`config.mk`:
```
export PLATFORM = sky130hd
export DESIGN_NAME = rgb_led_single_wire_serializer_flat
export DESIGN_NICKNAME = d
export VERILOG_FILES = /design/src/sv/rlss_pkg.sv /design/src/sv/rlss_cmd_if.sv /design/src/sv/rlss_res_if.sv /design/src/sv/rgb_led_single_wire_serializer.sv /design/src/flat_wrapper.sv
export SDC_FILE = /design/constraint.sdc
export NUM_CORES = 2
export LEC_CHECK = 0
export BUFFER_PORTS_ARGS = -buffer_cell sky130_fd_sc_hd__clkbuf_2
export CAP_MARGIN = 20
export CORE_MARGIN = 3
export CORE_UTILIZATION = 40
export CTS_CLUSTER_SIZE = 30
export DETAILED_ROUTE_END_ITERATION = 8
export GPL_TIMING_DRIVEN = 0
export PLACE_DENSITY = 0.53
export SLEW_MARGIN = 10
export SYNTH_ARGS = -nofsm -noshare
export SYNTH_HDL_FRONTEND = slang
export SYNTH_SLANG_ARGS = --single-unit
```
`constraint.sdc`:
```
create_clock -name clk -period 5.4 [get_ports clk]
set_input_delay 0.54 -clock clk [delete_from_list [all_inputs] [get_ports clk]]
set_output_delay 0.54 -clock clk [all_outputs]
set_load 0.01 [all_outputs]
```
`src/sv/rlss_pkg.sv`:
```
// ----------------------------------------------------------------------------
// rlss_pkg
// Shared widths, opcodes and frame constants of the RGB LED serializer.
// ----------------------------------------------------------------------------
package rlss_pkg;

	localparam int MAX_LEDS  = 64;
	localparam int LED_AW    = $clog2(MAX_LEDS);

	localparam int OP_W      = 2;
	localparam int INDEX_W   = 6;
	localparam int CHAN_W    = 12;
	localparam int COLOUR_W  = 3 * CHAN_W;
	localparam int COUNT_W   = 7;
	localparam int BIT_W     = 4;
	localparam int GAP_W     = 4;

	typedef enum logic [OP_W-1:0] {
		OP_TICK  = 2'd0,
		OP_WRITE = 2'd1,
		OP_START = 2'd2
	} opcode_t;

	localparam logic [CHAN_W-1:0] HEADER_WORD = 12'h3AA;
	localparam logic [BIT_W-1:0]  WORD_LAST   = 4'd11;
	localparam logic [GAP_W-1:0]  GAP_TICKS   = 4'd4;
	localparam logic [GAP_W-1:0]  LATCH_TICKS = 4'd8;

endpackage

```
`src/sv/rlss_cmd_if.sv`:
```
// ----------------------------------------------------------------------------
// rlss_cmd_if
// Command channel: tick, colour write and frame start items.
// ----------------------------------------------------------------------------
interface rlss_cmd_if;
	import rlss_pkg::*;

	logic                valid;
	logic                ready;
	logic [OP_W-1:0]     opcode;
	logic [INDEX_W-1:0]  led_index;
	logic [CHAN_W-1:0]   red;
	logic [CHAN_W-1:0]   green;
	logic [CHAN_W-1:0]   blue;

	modport source (output valid, opcode, led_index, red, green, blue, input ready);
	modport sink   (input valid, opcode, led_index, red, green, blue, output ready);

endinterface

```
`src/sv/rlss_res_if.sv`:
```
// ----------------------------------------------------------------------------
// rlss_res_if
// Result channel: one line symbol per tick item.
// ----------------------------------------------------------------------------
interface rlss_res_if;

	logic valid;
	logic ready;
	logic lead_pulse;
	logic data_pulse;
	logic frame_busy;

	modport source (output valid, lead_pulse, data_pulse, frame_busy, input ready);
	modport sink   (input valid, lead_pulse, data_pulse, frame_busy, output ready);

endinterface

```
`src/sv/rgb_led_single_wire_serializer.sv`:
```
// ----------------------------------------------------------------------------
// rgb_led_single_wire_serializer
// Frame serializer for chained single-wire RGB LEDs with a colour store.
// ----------------------------------------------------------------------------
// The block takes one command item per clock unless a tick waits for a
// result not yet taken, and returns one result for each tick item, registered
// as the item leaves its input register. The rate is set by the single
// registered pass from the input register to the result register; the colour
// memory is read every clock at the current LED position with a registered
// read and a bypass for a write in the previous clock, so colour writes in the
// middle of a frame never stall ticks. The store reads as zero after reset
// through one valid flip-flop per entry, so there is no clearing pass. A frame
// sends the header 0x3AA and 12-bit red, green and blue values MSB first for
// each LED, 4 idle ticks between LEDs and 8 latch ticks at the end; starts
// during a frame are dropped. Write led_count only while no item is pending.
module rgb_led_single_wire_serializer (
	input  logic                clk,
	input  logic                arst_n,
	input  logic                psel,
	input  logic                penable,
	input  logic                pwrite,
	input  logic [2:0]          paddr,
	input  logic [31:0]         pwdata,
	output logic [31:0]         prdata,
	output logic                pready,
	rlss_cmd_if.sink            cmd,
	rlss_res_if.source          res
);
	import rlss_pkg::*;

	typedef enum logic [2:0] {
		PH_HEADER, PH_RED, PH_GREEN, PH_BLUE, PH_GAP, PH_LATCH, PH_DONE
	} phase_t;

	// Configuration register.
	logic [COUNT_W-1:0] led_count_q;
	logic               cfg_sel;

	assign cfg_sel = (paddr[2] == 1'b0);
	assign pready  = 1'b1;
	assign prdata  = cfg_sel ? 32'(led_count_q) : 32'd0;

	always_ff @(posedge clk or negedge arst_n) begin
		if (!arst_n) begin
			led_count_q <= COUNT_W'(1);
		end else if (psel && penable && pwrite && cfg_sel) begin
			led_count_q <= pwdata[COUNT_W-1:0];
		end
	end

	// Input register.
	logic                s1_valid;
	opcode_t             op_s1;
	logic [INDEX_W-1:0]  index_s1;
	logic [COLOUR_W-1:0] colour_s1;
	logic                s1_adv;
	logic                out_valid_q;

	assign s1_adv    = s1_valid && ((op_s1 != OP_TICK) || !out_valid_q || res.ready);
	assign cmd.ready = !s1_valid || s1_adv;

	always_ff @(posedge clk or negedge arst_n) begin
		if (!arst_n) begin
			s1_valid <= 1'b0;
		end else if (cmd.ready) begin
			s1_valid <= cmd.valid;
		end
	end

	always_ff @(posedge clk) begin
		if (cmd.ready && cmd.valid) begin
			op_s1     <= opcode_t'(cmd.opcode);
			index_s1  <= cmd.led_index;
			colour_s1 <= {cmd.red, cmd.green, cmd.blue};
		end
	end

	// Frame state.
	phase_t             phase_q, phase_d;
	logic [BIT_W-1:0]   bit_q, bit_d;
	logic [LED_AW-1:0]  led_pos_q, led_pos_d;
	logic [GAP_W-1:0]   gap_q, gap_d;
	logic [CHAN_W-1:0]  shift_q, shift_d;
	logic               lead_q, data_q, busy_q;
	logic               lead_d, data_d;

	// Colour store.
	logic [COLOUR_W-1:0] mem [MAX_LEDS];
	logic [MAX_LEDS-1:0] vld_q;
	logic [COLOUR_W-1:0] rd_q, wdata_q, colour;
	logic                rd_vld_q, hit_q;
	logic                wr_en;
	logic [LED_AW-1:0]   wr_addr;

	assign wr_en   = s1_adv && (op_s1 == OP_WRITE) && (32'(index_s1) < MAX_LEDS);
	assign wr_addr = LED_AW'(index_s1);

	always_ff @(posedge clk) begin
		if (wr_en) begin
			mem[wr_addr] <= colour_s1;
		end
		rd_q    <= mem[led_pos_d];
		wdata_q <= colour_s1;
	end

	always_ff @(posedge clk or negedge arst_n) begin
		if (!arst_n) begin
			vld_q    <= '0;
			rd_vld_q <= 1'b0;
			hit_q    <= 1'b0;
		end else begin
			if (wr_en) begin
				vld_q[wr_addr] <= 1'b1;
			end
			rd_vld_q <= vld_q[led_pos_d];
			// The memory read above misses a write at the same edge.
			hit_q    <= wr_en && (wr_addr == led_pos_d);
		end
	end

	assign colour = hit_q ? wdata_q : (rd_vld_q ? rd_q : '0);

	// Effective LED count, clamped to one .. MAX_LEDS.
	logic [LED_AW:0] eff_count;
	logic            last_led;

	always_comb begin
		if (led_count_q == '0) begin
			eff_count = (LED_AW+1)'(1);
		end else if (32'(led_count_q) > MAX_LEDS) begin
			eff_count = (LED_AW+1)'(MAX_LEDS);
		end else begin
			eff_count = (LED_AW+1)'(led_count_q);
		end
	end

	assign last_led = (({1'b0, led_pos_q} + (LED_AW+1)'(1)) >= eff_count);

	logic [CHAN_W-1:0] word;

	always_comb begin
		case (phase_q)
			PH_RED:   word = colour[3*CHAN_W-1:2*CHAN_W];
			PH_GREEN: word = colour[2*CHAN_W-1:CHAN_W];
			PH_BLUE:  word = colour[CHAN_W-1:0];
			default:  word = HEADER_WORD;
		endcase
	end

	always_comb begin
		phase_d   = phase_q;
		bit_d     = bit_q;
		led_pos_d = led_pos_q;
		gap_d     = gap_q;
		shift_d   = shift_q;
		lead_d    = 1'b0;
		data_d    = 1'b0;
		if (s1_adv && (op_s1 == OP_START) && (phase_q == PH_DONE)) begin
			phase_d   = PH_HEADER;
			bit_d     = '0;
			led_pos_d = '0;
			gap_d     = '0;
			shift_d   = '0;
		end else if (s1_adv && (op_s1 == OP_TICK)) begin
			unique case (phase_q)
				PH_HEADER, PH_RED, PH_GREEN, PH_BLUE: begin
					lead_d = 1'b1;
					if (bit_q == '0) begin
						shift_d = word;
						data_d  = word[CHAN_W-1];
					end else begin
						data_d  = shift_q[WORD_LAST - bit_q];
					end
					if (bit_q == WORD_LAST) begin
						bit_d = '0;
						if (phase_q != PH_BLUE) begin
							phase_d = phase_t'(phase_q + 3'd1);
						end else if (last_led) begin
							gap_d   = LATCH_TICKS;
							phase_d = PH_LATCH;
						end else begin
							gap_d   = GAP_TICKS;
							phase_d = PH_GAP;
						end
					end else begin
						bit_d = bit_q + BIT_W'(1);
					end
				end
				PH_GAP: begin
					gap_d = gap_q - GAP_W'(1);
					if (gap_d == '0) begin
						led_pos_d = led_pos_q + LED_AW'(1);
						phase_d   = PH_HEADER;
					end
				end
				PH_LATCH: begin
					gap_d = gap_q - GAP_W'(1);
					if (gap_d == '0) begin
						phase_d = PH_DONE;
					end
				end
				default: phase_d = PH_DONE;
			endcase
		end
	end

	always_ff @(posedge clk or negedge arst_n) begin
		if (!arst_n) begin
			phase_q     <= PH_DONE;
			bit_q       <= '0;
			led_pos_q   <= '0;
			gap_q       <= '0;
			shift_q     <= '0;
			out_valid_q <= 1'b0;
			lead_q      <= 1'b0;
			data_q      <= 1'b0;
			busy_q      <= 1'b0;
		end else begin
			phase_q   <= phase_d;
			bit_q     <= bit_d;
			led_pos_q <= led_pos_d;
			gap_q     <= gap_d;
			shift_q   <= shift_d;
			if (s1_adv && (op_s1 == OP_TICK)) begin
				out_valid_q <= 1'b1;
				lead_q      <= lead_d;
				data_q      <= data_d;
				busy_q      <= (phase_d != PH_DONE);
			end else if (res.ready) begin
				out_valid_q <= 1'b0;
			end
		end
	end

	assign res.valid      = out_valid_q;
	assign res.lead_pulse = lead_q;
	assign res.data_pulse = data_q;
	assign res.frame_busy = busy_q;

endmodule

```
`src/flat_wrapper.sv`:
```
// flat-port wrapper written by rule: the top's interface ports become plain ports
module rgb_led_single_wire_serializer_flat import rlss_pkg::*;
  (clk, arst_n, psel, penable, pwrite, paddr, pwdata, prdata, pready, cmd_valid, cmd_opcode, cmd_led_index, cmd_red, cmd_green, cmd_blue, cmd_ready, res_valid, res_lead_pulse, res_data_pulse, res_frame_busy, res_ready);
  rlss_cmd_if cmd_i ();
  rlss_res_if res_i ();
  input  logic clk;
  input  logic arst_n;
  input  logic psel;
  input  logic penable;
  input  logic pwrite;
  input  logic [2:0] paddr;
  input  logic [31:0] pwdata;
  output logic [31:0] prdata;
  output logic pready;
  input wire logic [$bits(cmd_i.valid)-1:0] cmd_valid;
  input wire logic [$bits(cmd_i.opcode)-1:0] cmd_opcode;
  input wire logic [$bits(cmd_i.led_index)-1:0] cmd_led_index;
  input wire logic [$bits(cmd_i.red)-1:0] cmd_red;
  input wire logic [$bits(cmd_i.green)-1:0] cmd_green;
  input wire logic [$bits(cmd_i.blue)-1:0] cmd_blue;
  output wire logic [$bits(cmd_i.ready)-1:0] cmd_ready;
  output wire logic [$bits(res_i.valid)-1:0] res_valid;
  output wire logic [$bits(res_i.lead_pulse)-1:0] res_lead_pulse;
  output wire logic [$bits(res_i.data_pulse)-1:0] res_data_pulse;
  output wire logic [$bits(res_i.frame_busy)-1:0] res_frame_busy;
  input wire logic [$bits(res_i.ready)-1:0] res_ready;
  assign cmd_i.valid = cmd_valid;
  assign cmd_i.opcode = cmd_opcode;
  assign cmd_i.led_index = cmd_led_index;
  assign cmd_i.red = cmd_red;
  assign cmd_i.green = cmd_green;
  assign cmd_i.blue = cmd_blue;
  assign cmd_ready = cmd_i.ready;
  assign res_valid = res_i.valid;
  assign res_lead_pulse = res_i.lead_pulse;
  assign res_data_pulse = res_i.data_pulse;
  assign res_frame_busy = res_i.frame_busy;
  assign res_i.ready = res_ready;
  rgb_led_single_wire_serializer u_core (.clk(clk), .arst_n(arst_n), .psel(psel), .penable(penable), .pwrite(pwrite), .paddr(paddr), .pwdata(pwdata), .prdata(prdata), .pready(pready), .cmd(cmd_i), .res(res_i));
endmodule
```
==> flow_summary.toml <==
[yosys]
yosysTopAreaCellShare_pct = 71.3
netlist_area_mm2 = 0.0989
synthArstFlopShare_pct = 4.23
synth_edf_count = 2348
yosysMostFrequentCell = "edfxtp_1"
synth_top_area_cell = "edfxtp_1"
synth_commonest_cells = "2348 x edfxtp_1, 1600 x nand2_1, 540 x a21oi_1, 239 x and3_1, 214 x clkbuf_1"
synth_ff_type = "edfxtp_1"
yosysWarningCount = 0
synthCells = 7055
yosysSeqAreaShare_pct = 75.4
syn_area_per_cell_um2 = 14.0
ys_seq_elements = 2527
synth.area.top_cells = "edfxtp_1 71%, nand2_1 6.1%, a21oi_1 2.7%"
synth_cell_types = 84

[critical_path]
crit_path_start = "u_core.gap_q[0]$_DFFE_PN0P_"
critPathMaxFanout = 10
cp-end-kind = "flop"
cp-endpoint = "u_core.rd_q[17]$_DFF_P_"
r2r-end = "u_core.rd_q[17]$_DFF_P_"
cp_data_required_time_ns = 6.21
worstReg2RegStart = "u_core.gap_q[0]$_DFFE_PN0P_"
rrSetupSlack_ns = -0.01
critical_path_arrival_ns = 6.23
r2r_cells = 15
worst_setup_path_start_kind = "flop"
crit_type = "flop to flop"

[placement]
gp_congestion = 0.922
place_area_mm2 = 0.109
io_buffers = 70
pre_cts_slack_ns = -1.44
dpl.hpwl_um = 275000

[floorplanning]
chipHeight_um = 503
fp-row-count = 181
fp.dieArea_mm2 = 0.253
core_area_mm2 = 0.245
die_w_um = 503
ios = 124
initial_core_util_pct = 40.4

[sta]
finalCritPeriodShare_pct = 100
skew_ns = 0.0701
tightestPinTransition_ns = 1.25
setup_ws_ns = -0.0116
relSlewSlack_pct = 16.4
max_freq_mhz = 185
period_needed_ns = 5.41
hold_viol = 0
fin_setup_tns_ns = -0.0135
holdWs_ns = 0.0501
slew_violations = 0
setup_viol = 2

[global_route]
grt_max_degree = 87
antenna_found_initial = 49
grt_usage_pct = 29.8
grt_pass1_vias = 64500
grt_pass1_wl_um = 523000
overflow = 0

[power_and_ir_drop]
switching_share_pct = 28.0
peakVddDrop_v = 0.000362
p_seq_share_pct = 46.4
cellPowerDensity_mw_per_mm2 = 401
switchingPower_mw = 13.3
leakage_nw = 40.2
p_comb_share_pct = 15.2
internal-power_mw = 34.3
power.share.clock_pct = 38.4

[clocking]
cts_max_level = 5
cts_buffer_depth = 4
clock_latency_ns = 0.97
clock-sinks = 2527
clk_pin_slew_worst_paths_ns = 0.06
cts_tree = "done"
cts_buffers = 285
cts_root_buf = "clkbuf_16"

[layout]
finalNetCount = 7860
fin_area_mm2 = 0.119
syn_to_final_growth_pct = 20.2
final_layout_size_suffix_gt1_share_pct = 15.4
postLayoutCoreUtil_pct = 48.6

[route]
drtIter0Drc = 10600
ant_nets = 0
firstDrtPassIters = 8
avgRoutedWirePerCell_um = 34.3
via_per_inst = 6.14
drcViolationCount = 0
via_count = 68600
finalWirelength_um = 383000

[worst_hold_path]
min_path_type = "primary input to asynchronous set/reset pin"

[status]
run_status = "finished with violations"
violations = "negative setup slack"

[job]
drv_cap = 0
[repair_timing]
| action | 4_1_cts | 5_1_grt |
|---|---|---|
| setup buffers | 7 | 3 |
| gates resized for setup | 101 | 74 |
| endpoints found under the setup margin | 38 | 35 |
| endpoints found under the hold margin | 159 | 0 |
| hold buffers | 54 | 0 |
| pin swaps | 9 | 6 |
[critical path, cell delays in order, from the launching register on]
cell and delay [ns]:
dfrtp_1 0.44, inv_1 0.07, ha_1 0.26, or3b_1 0.39
o32a_1 0.35, buf_6 0.17, o211a_1 0.25, nor2_4 0.30
buf_2 0.43, buf_4 0.42, buf_2 0.39, buf_2 0.50
buf_2 0.50, nand3_1 0.16, a311oi_2 0.52, nor4_1 0.12
[worst min path at each step]
stage	from	endpoint	slack, ns	depth (start not counted)
CTS	arst_n	u_core.led_count_q[4]$_DFFE_PN0P_	0.01	2
finish	arst_n	u_core.led_count_q[6]$_DFFE_PN0P_	0.05	2
detailed placement	arst_n	u_core.res.valid$_DFFE_PN0P_	0.43	1
global placement	u_core.vld_q[16]$_DFFE_PN0P_	u_core.vld_q[16]$_DFFE_PN0P_	0.45	1
global route	arst_n	u_core.led_count_q[5]$_DFFE_PN0P_	0.05	2
floorplan	arst_n	u_core.bit_q[0]$_DFFE_PN0P_	0.24	0
[power groups by stage]
stage               Combinational [mW]  Sequential, mW  Clock, mW
global route                      7.53            22.1       19.2
floorplan                         3.46            22.4          0
CTS                               7.01            22.1       18.4
finish                            7.25            22.1       18.3
detailed placement                6.89            22.5          0
global placement                  6.23            22.8          0
[final cells by class]
class / instances / area (um2)
multi-input combinational: 4008 / 22600
clock buffer: 363 / 7580
tap: 3202 / 4010
timing repair buffer: 397 / 6440
buffer: 510 / 2580
sequential: 2527 / 74600
antenna: 16 / 40.0
inverter: 26 / 101
clock inverter: 120 / 966
fill: 21000 / 126000
[layer usage]
layer  vias up  GRT usage, %  wire length, um
li1      28300             -                -
met1     34900          41.2           150000
met2      4595          43.3           165000
met3       843          7.72            46200
met4        12          15.3            22200
met5         -             0               81
[stage by stage]
step                      std cells  power [mW]
after floorplan                7079        25.8
after global placement        10400        29.1
after detailed placement      10600        29.4
after CTS                     11200        47.5
after global routing          11200        48.8
final                         11200        47.7
[registers in the layout, indices dropped and copies added (netlist names), 2 cells and up]
| signal | cells |
|---|---|
| u_core.gap_q | 4 |
| u_core.vld_q | 64 |
| u_core.colour_s1 | 36 |
| u_core.phase_q | 3 |
| u_core.led_count_q | 7 |
| u_core.mem | 2304 |
| u_core.shift_q | 12 |
| u_core.op_s1 | 2 |
| u_core.index_s1 | 6 |
| u_core.bit_q | 4 |
| u_core.rd_q | 36 |
| u_core.led_pos_q | 6 |
| u_core.wdata_q | 36 |
[cell usage in the layout, fill, tap and decap left out, types with 19 or more instances in the layout]
master,instances
edfxtp_1,2348
nand2_1,1600
a21oi_1,540
clkbuf_16,287
clkbuf_1,239
and3_1,239
a22o_1,212
nand3_1,176
buf_2,175
a211oi_1,137
a311oi_1,131
a22oi_1,121
clkbuf_2,111
dfrtp_1,104
buf_16,101
a31oi_1,89
buf_4,79
buf_8,79
dfxtp_1,72
buf_12,69
nor2_4,67
or2_2,66
a32o_1,66
o21ai_0,60
o22ai_1,56
dlygate4sd3_1,54
clkinv_1,46
clkinv_2,44
nor3_1,40
nor2_1,34
nand4_1,31
nor4_1,31
buf_1,31
or4_1,30
conb_1,26
o211ai_1,24
inv_1,21
mux2i_1,21
buf_6,19
ha_1,19
[logic make-up after synthesis]
logic type	synth area share [%]
xor gates and xnor gates	0.0885
buffers and inverters	2.53
other	0.00759
AOI/OAI and AO/OA	10.7
and+or+nand+nor	10.6
muxes	0.397
DFF	75.4
adders and majority gates	0.240
(Power assumes the default switching activity.)
